===== src/hdl/chull_ram.sv =====
// Generic single-port-write, one-port-read RAM with registered read data.
`default_nettype none
module chull_ram #(
    parameter int unsigned WIDTH = 32,
    parameter int unsigned DEPTH = 32
) (
    input  wire logic                     i_clk,
    input  wire logic                     i_we,
    input  wire logic [$clog2(DEPTH)-1:0] i_waddr,
    input  wire logic [WIDTH-1:0]         i_wdata,
    input  wire logic [$clog2(DEPTH)-1:0] i_raddr,
    output logic      [WIDTH-1:0]         o_rdata
);
    logic [WIDTH-1:0] r_mem [DEPTH];

    always_ff @(posedge i_clk) begin
        if (i_we) begin
            r_mem[i_waddr] <= i_wdata;
        end
        o_rdata <= r_mem[i_raddr];
    end
endmodule
`default_nettype wire


===== config.mk =====
export PLATFORM = sky130hd
export DESIGN_NAME = chull_ram
export DESIGN_NICKNAME = d
export VERILOG_FILES = /design/src/hdl/chull_ram.sv
export SDC_FILE = /design/constraint.sdc
export NUM_CORES = 1
export LEC_CHECK = 0
export BUFFER_PORTS_ARGS = -buffer_cell sky130_fd_sc_hd__buf_2
export CAP_MARGIN = 20
export CORE_UTILIZATION = 45
export CTS_CLUSTER_DIAMETER = 50
export DETAILED_ROUTE_END_ITERATION = 12
export PLACE_DENSITY = 0.71
export SLEW_MARGIN = 25
export SYNTH_ARGS = -nofsm -noshare
export SYNTH_HDL_FRONTEND = slang
export SYNTH_SLANG_ARGS = --single-unit

===== constraint.sdc =====
create_clock -name i_clk -period 3.01 [get_ports i_clk]
set_input_delay 0.602 -clock i_clk [delete_from_list [all_inputs] [get_ports i_clk]]
set_output_delay 0.602 -clock i_clk [all_outputs]
set_load 0.01 [all_outputs]

Yosys cells after proc, flatten, opt, wreduce, memory -nomap -nowiden --
Memories as Yosys holds them, arrays and structs flattened. A register that Yosys moved wholly into a read port is not among the register bits. Index checks and enable logic that the tools add are counted. Widths: inputs -> output; s select.
Storage, ports and cells: register bits 0, bits in writable memories 1024, input port bits 44, output and inout port bits 32, logic and storage cells 3, memories kept 1
Memory list:
- r_mem | words 32, width 32, read ports 1, clocked after memory_dff 1, write ports 1, line 14 | logic [WIDTH-1:0] r_mem [DEPTH];
Cells by class: muxes and demuxes 2
Operator list (number):
- $mux 1 | 2

Logic depth before layout (Yosys ltp) --
depth after elaboration 2, depth in mapped cells 8, gate-level depth less buffers 5

Least setup slack after synthesis --
OpenSTA, ideal clock, no wires.
path kind input-to-reg, start in i_waddr[1], end mem r_mem[12][0] (enable), library setup time 0.421 ns, arrival 2.615 ns, required time 2.589 ns, path slack -0.026 ns, cell stages on the path 3, buffers on the path 1, cells stage by stage or3b_2 > clkbuf_1 > nor2_1
RTL lines:
- from (decl) | line 9 | input wire logic [$clog2(DEPTH)-1:0] i_waddr,
- to (decl) | line 14
No word-level cell before the write port.

Worst setup path after layout --
start reg o_rdata[12] (read register of r_mem), end out o_rdata[12]
RTL lines:
- from (decl) | line 12 | output logic [WIDTH-1:0] o_rdata
No word-level cell between the ends.

==> results.sh <==
export IMPL_root_buffer="clkbuf_16"
export IMPL_cts_setup_buffers=0
export IMPL_slowest_stage="dfxtp_1"
export IMPL_numPortBuffers=75
export IMPL_syn_inst=2260
export IMPL_cts_sinks=1056
export IMPL_violations="design-rule violations"
export IMPL_grt_pass1_wl_um=140000
export IMPL_synth_xor_area_share_pct=0
export IMPL_drc_errors=2
export IMPL_wl_um=96600
export IMPL_hold_path_class="in2reg"
export IMPL_clock_skew_ns=0.0228
export IMPL_syn_area_um2=40500
export IMPL_yosysWarningCount=0
export IMPL_wl_per_cell_um=26.3
export IMPL_max_slew_margin_pct=43.0
export IMPL_fin_crit_sh_pct=63.8
export IMPL_critPathKind="reg2out"
export IMPL_grt_overflow=0
export IMPL_layout_drive_gt1_share_pct=14.6
export IMPL_synth_yosys_seq_area_share_pct=77.5
export IMPL_final_util_pct=52.1
export IMPL_synth_area_mux_share_pct=12.7
export IMPL_arrival_ns=1.32
export IMPL_dp_hpwl_um=53400
export IMPL_firstDrtPassIters=9
export IMPL_synthAdderAreaFrac_pct=0
export IMPL_setup_viol=0
export IMPL_crit_buf_inv=1
export IMPL_ctsHoldBuffers=0
export IMPL_worst_r2r_setup_slack_ns=1.55
export IMPL_cp_num_cells=1
export IMPL_cts_resized=0
export IMPL_ios=76
export IMPL_die_area_um2=91200
export IMPL_track_usage_pct=21.1
export IMPL_cts_buffer_depth=3
export IMPL_layout_cells_most_common="edfxtp_1"
export IMPL_area_delta_synth_final_pct=14.3
export IMPL_grt_pass1_vias=21369
export IMPL_peakVddDrop_mv=0.419
export IMPL_hold_depth=1
export IMPL_core_um2=88800
export IMPL_synth_top_family_by_area="multiplexers"
export IMPL_totalNegativeSetupSlack_ns=0
export IMPL_cp_required_ns=2.41
export IMPL_r2r_cells=5
export IMPL_cts_tree="yes"
export IMPL_r2r_start="r_mem[0][14]$_DFFE_PP_"
export IMPL_final_nets=2466
export IMPL_p_leak_nw=16.1
export IMPL_grt_max_degree=82
export IMPL_clkTransAtPathRegs_ns=0.06
export IMPL_synth_distinct_cells=25
export IMPL_die_y_um=302
export IMPL_antenna_found_initial=3
export IMPL_timing_critical_path_cells="buf_2"
export IMPL_fin_crit_ns=1.92
export IMPL_numCtsBuffers=102
export IMPL_synth_simple_gate_area_share_pct=3.10
export IMPL_critPathLaunchType="register"
export IMPL_syn_avg_cell_area_um2=17.9
export IMPL_cp_top_family="flip-flops"
export IMPL_drtIter0Drc=2264
export IMPL_power_density_nw_per_um2=646
export IMPL_synth_largest_area_cell="edfxtp_1"
export IMPL_rows=109
export IMPL_clock_latency_ns=0.67
export IMPL_ys_ff_latch=1056
export IMPL_synth_area_top_cells="edfxtp_1 (76%), mux2i_1 (13%), a22oi_1 (1.8%)"
export IMPL_rsz0062_at_grt="false"
export IMPL_synth_compound_area_share_pct=4.85
export IMPL_layout_common_cells="edfxtp_1 (1,024), mux2i_1 (512), clkbuf_16 (102), nand3_1 (98), nand2_1 (97)"
export IMPL_vias_per_cell=5.76
export IMPL_die_width_um=302
export IMPL_fin_total_pwr_w=0.0299
export IMPL_r2r_end="o_rdata[14]$_DFF_P_"
export IMPL_placed_area_um2=43200
export IMPL_syn_nets=2304
export IMPL_vias=21128
export IMPL_cp_max_fo=1
export IMPL_start_util_pct=45.6
export IMPL_synth_top_area_share_pct=76.0
export IMPL_tightest_slew_ns=0.852
export IMPL_max_cap_violations=0
export IMPL_final_max_slew_viol_count=0
export IMPL_cts_max_level=3
export IMPL_place_congestion=0.801
export IMPL_hold_viol=0
export IMPL_drtAntennaViolNets=0
export IMPL_status="finished with violations"
export IMPL_fin_area_um2=46300
export IMPL_worst_setup_path_end_kind="output pin"
export IMPL_worst_hold_slack_ns=0.418
export IMPL_hold_path_startpoint="i_wdata[19]"
export IMPL_antenna_cells=0
export IMPL_worst_path_largest_cell_delay_ns=0.46
export IMPL_hold_path_end="r_mem[13][19]$_DFFE_PP_"
export IMPL_clock_fmax_mhz=521
[worst register-to-register path, delay by kind of cell (launching register included)]
| family | cells | cell delay, ns |
|---|---|---|
| simple gates | 2 | 0.30 |
| compound gates | 2 | 0.46 |
| mux | 1 | 0.14 |
| flops | 1 | 0.36 |
[report_power, final]
| group | internal, W | leakage (nW) | switching (W) | total [W] |
|---|---|---|---|---|
| sequential | 0.0163 | 9.49 | 0.0000884 | 0.0164 |
| clock | 0.00656 | 1.50 | 0.00530 | 0.0119 |
| combinational | 0.000548 | 5.10 | 0.00103 | 0.00158 |
| total | 0.0235 | 16.1 | 0.00642 | 0.0299 |
[cells by family (layout without fill, tap and decap cells)]
kind of cell	count (synthesis)	in the layout
DFF	1056	1056
buffers and inverters	127	371
muxes	512	512
AOI/OAI and AO/OA	288	288
and+or+nand+nor	277	277
[through the flow]
step / instances / worst slack (ns)
final: 3669 / 1.09
after global routing: 3669 / 1.02
after CTS: 3669 / 1.07
after detailed placement: 3483 / 0.543
after global placement: 3483 / 0.577
after floorplan: 2260 / -0.0261
[state kept, by name, indices dropped and copies added, names as in the netlist]
register,flops
o_rdata,32
r_mem,1024
[cell type report]
cell class	instances	area [um^2]
Multi-Input combinational cell	1077	8610
Clock inverter	54	425
Timing Repair Buffer	185	1700
Sequential cell	1056	31400
Clock buffer	132	2680
Tap cell	1165	1460
Fill cell	6874	42500
[per-layer routing]
metal / vias to the layer above / part of all wire, % / GRT usage (%)
met5: - / 0.025 / 0
met4: 4 / 3.3 / 8.08
met3: 182 / 6.9 / 3.74
met2: 800 / 50 / 36.1
met1: 10812 / 40 / 27.0
li1: 9330 / - / -
[Yosys cell counts, drive strengths merged]
library cell,n
and2,1
nand2b,2
nand3b,5
a22oi,96
dfxtp,32
or3b,3
nand3,98
buf,79
a21oi,96
mux2i,512
a31oi,32
nor2,34
and2b,1
nand2,98
or2,1
or3,1
clkbuf,48
edfxtp,1024
nor2b,1
a22o,64
nor3,32
[how the worst max path moves through the flow]
| stage | start | to | slack [ns] |
|---|---|---|---|
| 2_1_floorplan | i_waddr[1] | r_mem[12][0]$_DFFE_PP_ | -0.03 |
| 3_3_place_gp | i_raddr[0] | o_rdata[18]$_DFF_P_ | 0.58 |
| 3_5_place_dp | i_raddr[0] | o_rdata[18]$_DFF_P_ | 0.54 |
| 4_1_cts | o_rdata[6]$_DFF_P_ | o_rdata[6] | 1.07 |
| 5_1_grt | o_rdata[12]$_DFF_P_ | o_rdata[12] | 1.02 |
| 6_report | o_rdata[12]$_DFF_P_ | o_rdata[12] | 1.09 |
Power figures use the tool's default switching activity.
