$ cat src/hdl/chull_turn.sv
// Shared turn test unit: sign of (ax-ox)(by-oy) - (ay-oy)(bx-ox), multi-cycle.
`default_nettype none
module chull_turn #(
    parameter int unsigned CW = 16
) (
    input  wire logic                 i_clk,
    input  wire logic                 i_rst_n,
    input  wire logic                 i_start,
    input  wire logic signed [CW-1:0] i_ox,
    input  wire logic signed [CW-1:0] i_oy,
    input  wire logic signed [CW-1:0] i_ax,
    input  wire logic signed [CW-1:0] i_ay,
    input  wire logic signed [CW-1:0] i_bx,
    input  wire logic signed [CW-1:0] i_by,
    output logic                      o_done,
    output logic                      o_ccw
);
    // step 0: differences, step 1: products, step 2: subtract/sign
    logic signed [CW:0]       r_d0, r_d1, r_d2, r_d3;
    logic signed [2*CW+1:0]   r_p0, r_p1;
    logic [2:0]               r_ph;

    always_ff @(posedge i_clk) begin
        if (i_start) begin
            r_d0 <= (CW+1)'(i_ax) - (CW+1)'(i_ox);
            r_d1 <= (CW+1)'(i_by) - (CW+1)'(i_oy);
            r_d2 <= (CW+1)'(i_ay) - (CW+1)'(i_oy);
            r_d3 <= (CW+1)'(i_bx) - (CW+1)'(i_ox);
        end
        r_p0 <= r_d0 * r_d1;
        r_p1 <= r_d2 * r_d3;
        o_ccw <= r_p0 > r_p1;
    end

    always_ff @(posedge i_clk) begin
        if (!i_rst_n) begin
            r_ph <= '0;
        end else begin
            r_ph <= {r_ph[1:0], i_start};
        end
    end
    assign o_done = r_ph[2];
endmodule
`default_nettype wire

$ cat config.mk
export PLATFORM = sky130hd
export DESIGN_NAME = chull_turn
export DESIGN_NICKNAME = d
export VERILOG_FILES = /design/src/hdl/chull_turn.sv
export SDC_FILE = /design/constraint.sdc
export NUM_CORES = 2
export LEC_CHECK = 0
export ABC_CLOCK_PERIOD_IN_PS = 8460
export BUFFER_PORTS_ARGS = -buffer_cell sky130_fd_sc_hd__buf_2
export CORE_ASPECT_RATIO = 1.1
export CORE_MARGIN = 8
export CORE_UTILIZATION = 50
export CTS_CLUSTER_DIAMETER = 80
export DETAILED_ROUTE_END_ITERATION = 10
export GPL_ROUTABILITY_DRIVEN = 0
export PLACE_DENSITY = 0.78
export SKIP_CTS_REPAIR_TIMING = 1
export SLEW_MARGIN = 20
export SYNTH_ARGS = -nofsm -noshare
export SYNTH_HDL_FRONTEND = slang
export SYNTH_SLANG_ARGS = --single-unit
$ cat constraint.sdc
create_clock -name i_clk -period 8.46 [get_ports i_clk]
set_clock_uncertainty 0.2 [all_clocks]
set_input_delay 1.692 -clock i_clk [delete_from_list [all_inputs] [get_ports i_clk]]
set_output_delay 1.692 -clock i_clk [all_outputs]
set_load 0.005 [all_outputs]
-- Yosys cells after proc, flatten, opt, wreduce, memory -nomap -nowiden
Cells that the tools add are included.
- flip-flop bits (word level): 140
- input port bits: 99
- output and inout port bits: 2
- logic and storage cells: 15
- $add $sub $neg: 4
- multipliers: 2
- order comparisons: 1
- operators by type and width (cell ; number):
    $mul A17 B17 Y34 ; 2
    $sub A16 B16 Y17 ; 4
    $gt A34 B34 Y1 ; 1

-- Logic depth before layout (Yosys ltp)
- depth in word-level cells: 1
- mapped depth: 25
- mapped depth without buffers: 23

-- Worst setup path before layout
OpenSTA, ideal clock, no wires.
- path type: register to register
- start: register r_d1[8]
- end: register r_p0[33]
- setup time: 0.072 ns
- arrival time: 6.034 ns
- required time: 8.188 ns
- path slack: 2.154 ns
- stages on the path, launching flop included: 25
- path buffers: 3
- period minus slack after synthesis: 6.306 ns
- cells stage by stage: edfxtp_1 > clkbuf_1 > clkbuf_1 > nand2_1 > fa_1 > inv_1 > fa_1 > inv_1 > fa_1 > inv_1 > fa_1 > fa_1 > inv_1 > fa_1 > inv_1 > ha_1 > clkbuf_1 > and4_1 > a221oi_4 > a21oi_1 > o21a_1 > a311o_1 > a21o_1 > a21oi_2 > xnor2_1
- longest elaborated chain between the ends: 1
- ends and longest elaborated chain (element ; line ; text):
    start: declaration ; 19 ; logic signed [CW:0] r_d0, r_d1, r_d2, r_d3;
    start signal: assignment ; 26 ; r_d1 <= (CW+1)'(i_by) - (CW+1)'(i_oy);
    $mul A17 B17 Y34 ; 30 ; r_p0 <= r_d0 * r_d1;
    end signal: assignment ; 30 ;
    end: declaration ; 20 ; logic signed [2*CW+1:0] r_p0, r_p1;
No other way between the ends.
A chain may end at the register's enable or synchronous reset.

-- Worst setup path after layout
- start: register r_d1[2]
- end: register r_p0[33]
The elaborated chain is that of the path after synthesis.

==> flow_metrics.env <==
export IMPL_synth_distinct_cells=63
export IMPL_setup_viol=0
export IMPL_slew_headroom=0.272
export IMPL_avgRoutedWirePerCell_microns=17.6
export IMPL_drive_gt1_frac=0.0484
export IMPL_crit_path_top_delay_cell="fa_1"
export IMPL_path_common_cell="fa_1"
export IMPL_drtPass1Iterations=5
export IMPL_clk_pin_slew_worst_paths_ns=0.07
export IMPL_area_delta_synth_final_pct=6.14
export IMPL_vias_per_cell=5.38
export IMPL_core_sq_mm=0.0571
export IMPL_synth_net_count=3959
export IMPL_ys_warn_count=0
export IMPL_grt_max_degree=70
export IMPL_syn_avg_cell_area_sq_um=9.59
export IMPL_worstSetupStartpointType="flip-flop"
export IMPL_arrival_ns=7.15
export IMPL_ys_seq_elements=140
export IMPL_status="finished, final reports clean"
export IMPL_cts_root_buf="clkbuf_16"
export IMPL_clock_sinks=140
export IMPL_grt_setup_unrepaired="false"
export IMPL_worst_pin_slew_ns=1.08
export IMPL_overflow=0
export IMPL_worst_path_dominant_cell_family="adder cells"
export IMPL_synth_edff_count=68
export IMPL_core_rowCount=92
export IMPL_grt_pass1_vias=22798
export IMPL_antenna_found_initial=1
export IMPL_crit_path_end_kind="flip-flop"
export IMPL_synthCells=2996
export IMPL_hold_viol=0
export IMPL_slew_violations=0
export IMPL_routed_wl_microns=66900
export IMPL_clkLatencyLatePin_ns=0.44
export IMPL_io_pins=101
export IMPL_hpwl_microns=54900
export IMPL_drt_iter0_drc=1190
export IMPL_vias=20510
export IMPL_cts_tree="built"
export IMPL_grt_pass1_wl_microns=113000
export IMPL_fmax_mhz=142
export IMPL_numCtsBuffers=17
export IMPL_crit_fanout=17
export IMPL_ys_flop_type="dfxtp_1"
export IMPL_initial_core_util=0.503
export IMPL_critPathMaxStageDelay_ns=0.95
export IMPL_min_period_ns=7.04
export IMPL_nets=4006
export IMPL_grt_usage=0.215
export IMPL_hp_class="reg -> reg"
export IMPL_cts_htree_levels=4
export IMPL_max_cap_violations=0
export IMPL_drc=0
export IMPL_cp_cell_sequence="nand2_1, inv_1, fa_1, fa_1, fa_1, fa_1, fa_1, inv_1, fa_1, inv_1, ha_1, nor4_1, o21ai_0, o21a_1, a311o_1, a21o_1, a21oi_2, xnor2_1"
export IMPL_tns_ns=0
export IMPL_seq_area_frac_synth=0.121
export IMPL_crit_buf_inv=3
export IMPL_port_buffers=100
export IMPL_die_h_microns=267
export IMPL_die_area_sq_mm=0.0654
export IMPL_async_flop_share=0
export IMPL_synth_area_sq_mm=0.0287
export IMPL_cp_required_ns=8.57
export IMPL_timing_final_crit_share=0.832
export IMPL_die_x_microns=245
export IMPL_clock_path_buffers=2
export IMPL_path_class="reg -> reg"
export IMPL_ant_nets=0
-- synth_stat cells (all sizes together), types with 7 or more instances --
cell     count  area share
and2       295       0.064
and3        15      0.0033
inv        688       0.090
a2111oi     11      0.0037
nand4        7      0.0015
nand3       25      0.0044
a211oi      18      0.0047
o211ai       8      0.0021
dfxtp       72       0.050
nor2b       18      0.0039
clkbuf      70      0.0091
o21ai       48      0.0084
ha         268        0.12
or3         11      0.0024
nor3        29      0.0051
o21bai      10      0.0026
fa         596        0.42
xor2        25      0.0076
a21oi       82       0.015
o21a        15      0.0039
edfxtp      68       0.071
a21o        40       0.010
o22ai        7      0.0015
xnor2       94       0.029
nor2        86       0.011
nand2      306       0.040
nand2b      24      0.0052
-- kinds of logic after synthesis --
logic type | count (synthesis) | synth area share
xor gates and xnor gates | 119 | 0.0363
buffers and inverters | 764 | 0.100
AOI/OAI and AO/OA | 277 | 0.0650
and+or+nand+nor | 832 | 0.145
DFF | 140 | 0.121
adders and majority gates | 864 | 0.532
-- registers in the layout (all words and copies together), names as in the netlist --
name,cells
r_d1,17
r_ph,3
o_ccw,1
r_d3,17
r_d2,17
r_p0,34
r_p1,34
r_d0,17
-- worst register-to-register path, stage by stage (launching register included) --
cell	delay [ns]
edfxtp_1	0.74
nand2_1	0.20
inv_1	0.17
fa_1	0.55
fa_1	0.95
fa_1	0.55
fa_1	0.52
fa_1	0.51
inv_1	0.05
fa_1	0.47
inv_1	0.04
ha_1	0.19
nor4_1	0.55
o21ai_0	0.18
o21a_1	0.24
a311o_1	0.38
a21o_1	0.20
a21oi_2	0.14
xnor2_1	0.07
-- final timing paths --
check | cells past startpoint | from | end | slack (ns)
min | 1 | r_ph[0] | r_ph[1] | 0.23
min reg2reg | 1 | r_ph[0] | r_ph[1] | 0.23
max reg2reg | 18 | r_d1[2] | r_p0[33] | 1.42
max | 18 | r_d1[2] | r_p0[33] | 1.42
-- through the flow --
stage / setup WS, ns / cells / util / area [sq um] / hold WS [ns]
after floorplan: 2.15 / 2996 / - / 28700 / 0.206
after global placement: 1.73 / 3776 / 0.524 / 29900 / 0.210
after detailed placement: 1.54 / 3776 / 0.524 / 29900 / 0.229
after CTS: 1.46 / 3808 / 0.534 / 30500 / 0.239
after global routing: 1.01 / 3808 / 0.534 / 30500 / 0.270
final: 1.42 / 3809 / 0.534 / 30500 / 0.233
-- area by class of cell --
type | instances | area, sq um
inverters | 688 | 2580
fillers | 5142 | 26600
clock buffers | 21 | 470
diodes | 1 | 2.50
repair buffers | 104 | 531
flip-flops and latches | 140 | 3480
multi-input cells | 2092 | 22400
clock inverters | 11 | 108
well taps | 752 | 941
-- layer usage --
metal	routed length (microns)	global-route usage	part of all wire
met1	26800	0.265	0.40
met2	33000	0.373	0.49
met3	4440	0.0389	0.066
met4	2590	0.0847	0.039
met5	0	0	0
-- layout by cell type, fill, tap and decap left out, drive strengths merged, types with 6 or more instances in the layout --
| cell type | n |
|---|---|
| a2111oi | 11 |
| a211oi | 18 |
| a21boi | 6 |
| a21o | 40 |
| a21oi | 82 |
| and2 | 295 |
| and3 | 15 |
| buf | 104 |
| clkbuf | 21 |
| dfxtp | 72 |
| edfxtp | 68 |
| fa | 596 |
| ha | 268 |
| inv | 693 |
| nand2 | 306 |
| nand2b | 24 |
| nand3 | 25 |
| nand4 | 7 |
| nor2 | 86 |
| nor2b | 18 |
| nor3 | 29 |
| o211ai | 8 |
| o21a | 15 |
| o21ai | 48 |
| o21bai | 10 |
| o22ai | 7 |
| or3 | 11 |
| xnor2 | 94 |
| xor2 | 25 |
Power is left out: the tool's default activity adds up to more than one toggle a clock period on the data nets, which glitch-free logic cannot reach.
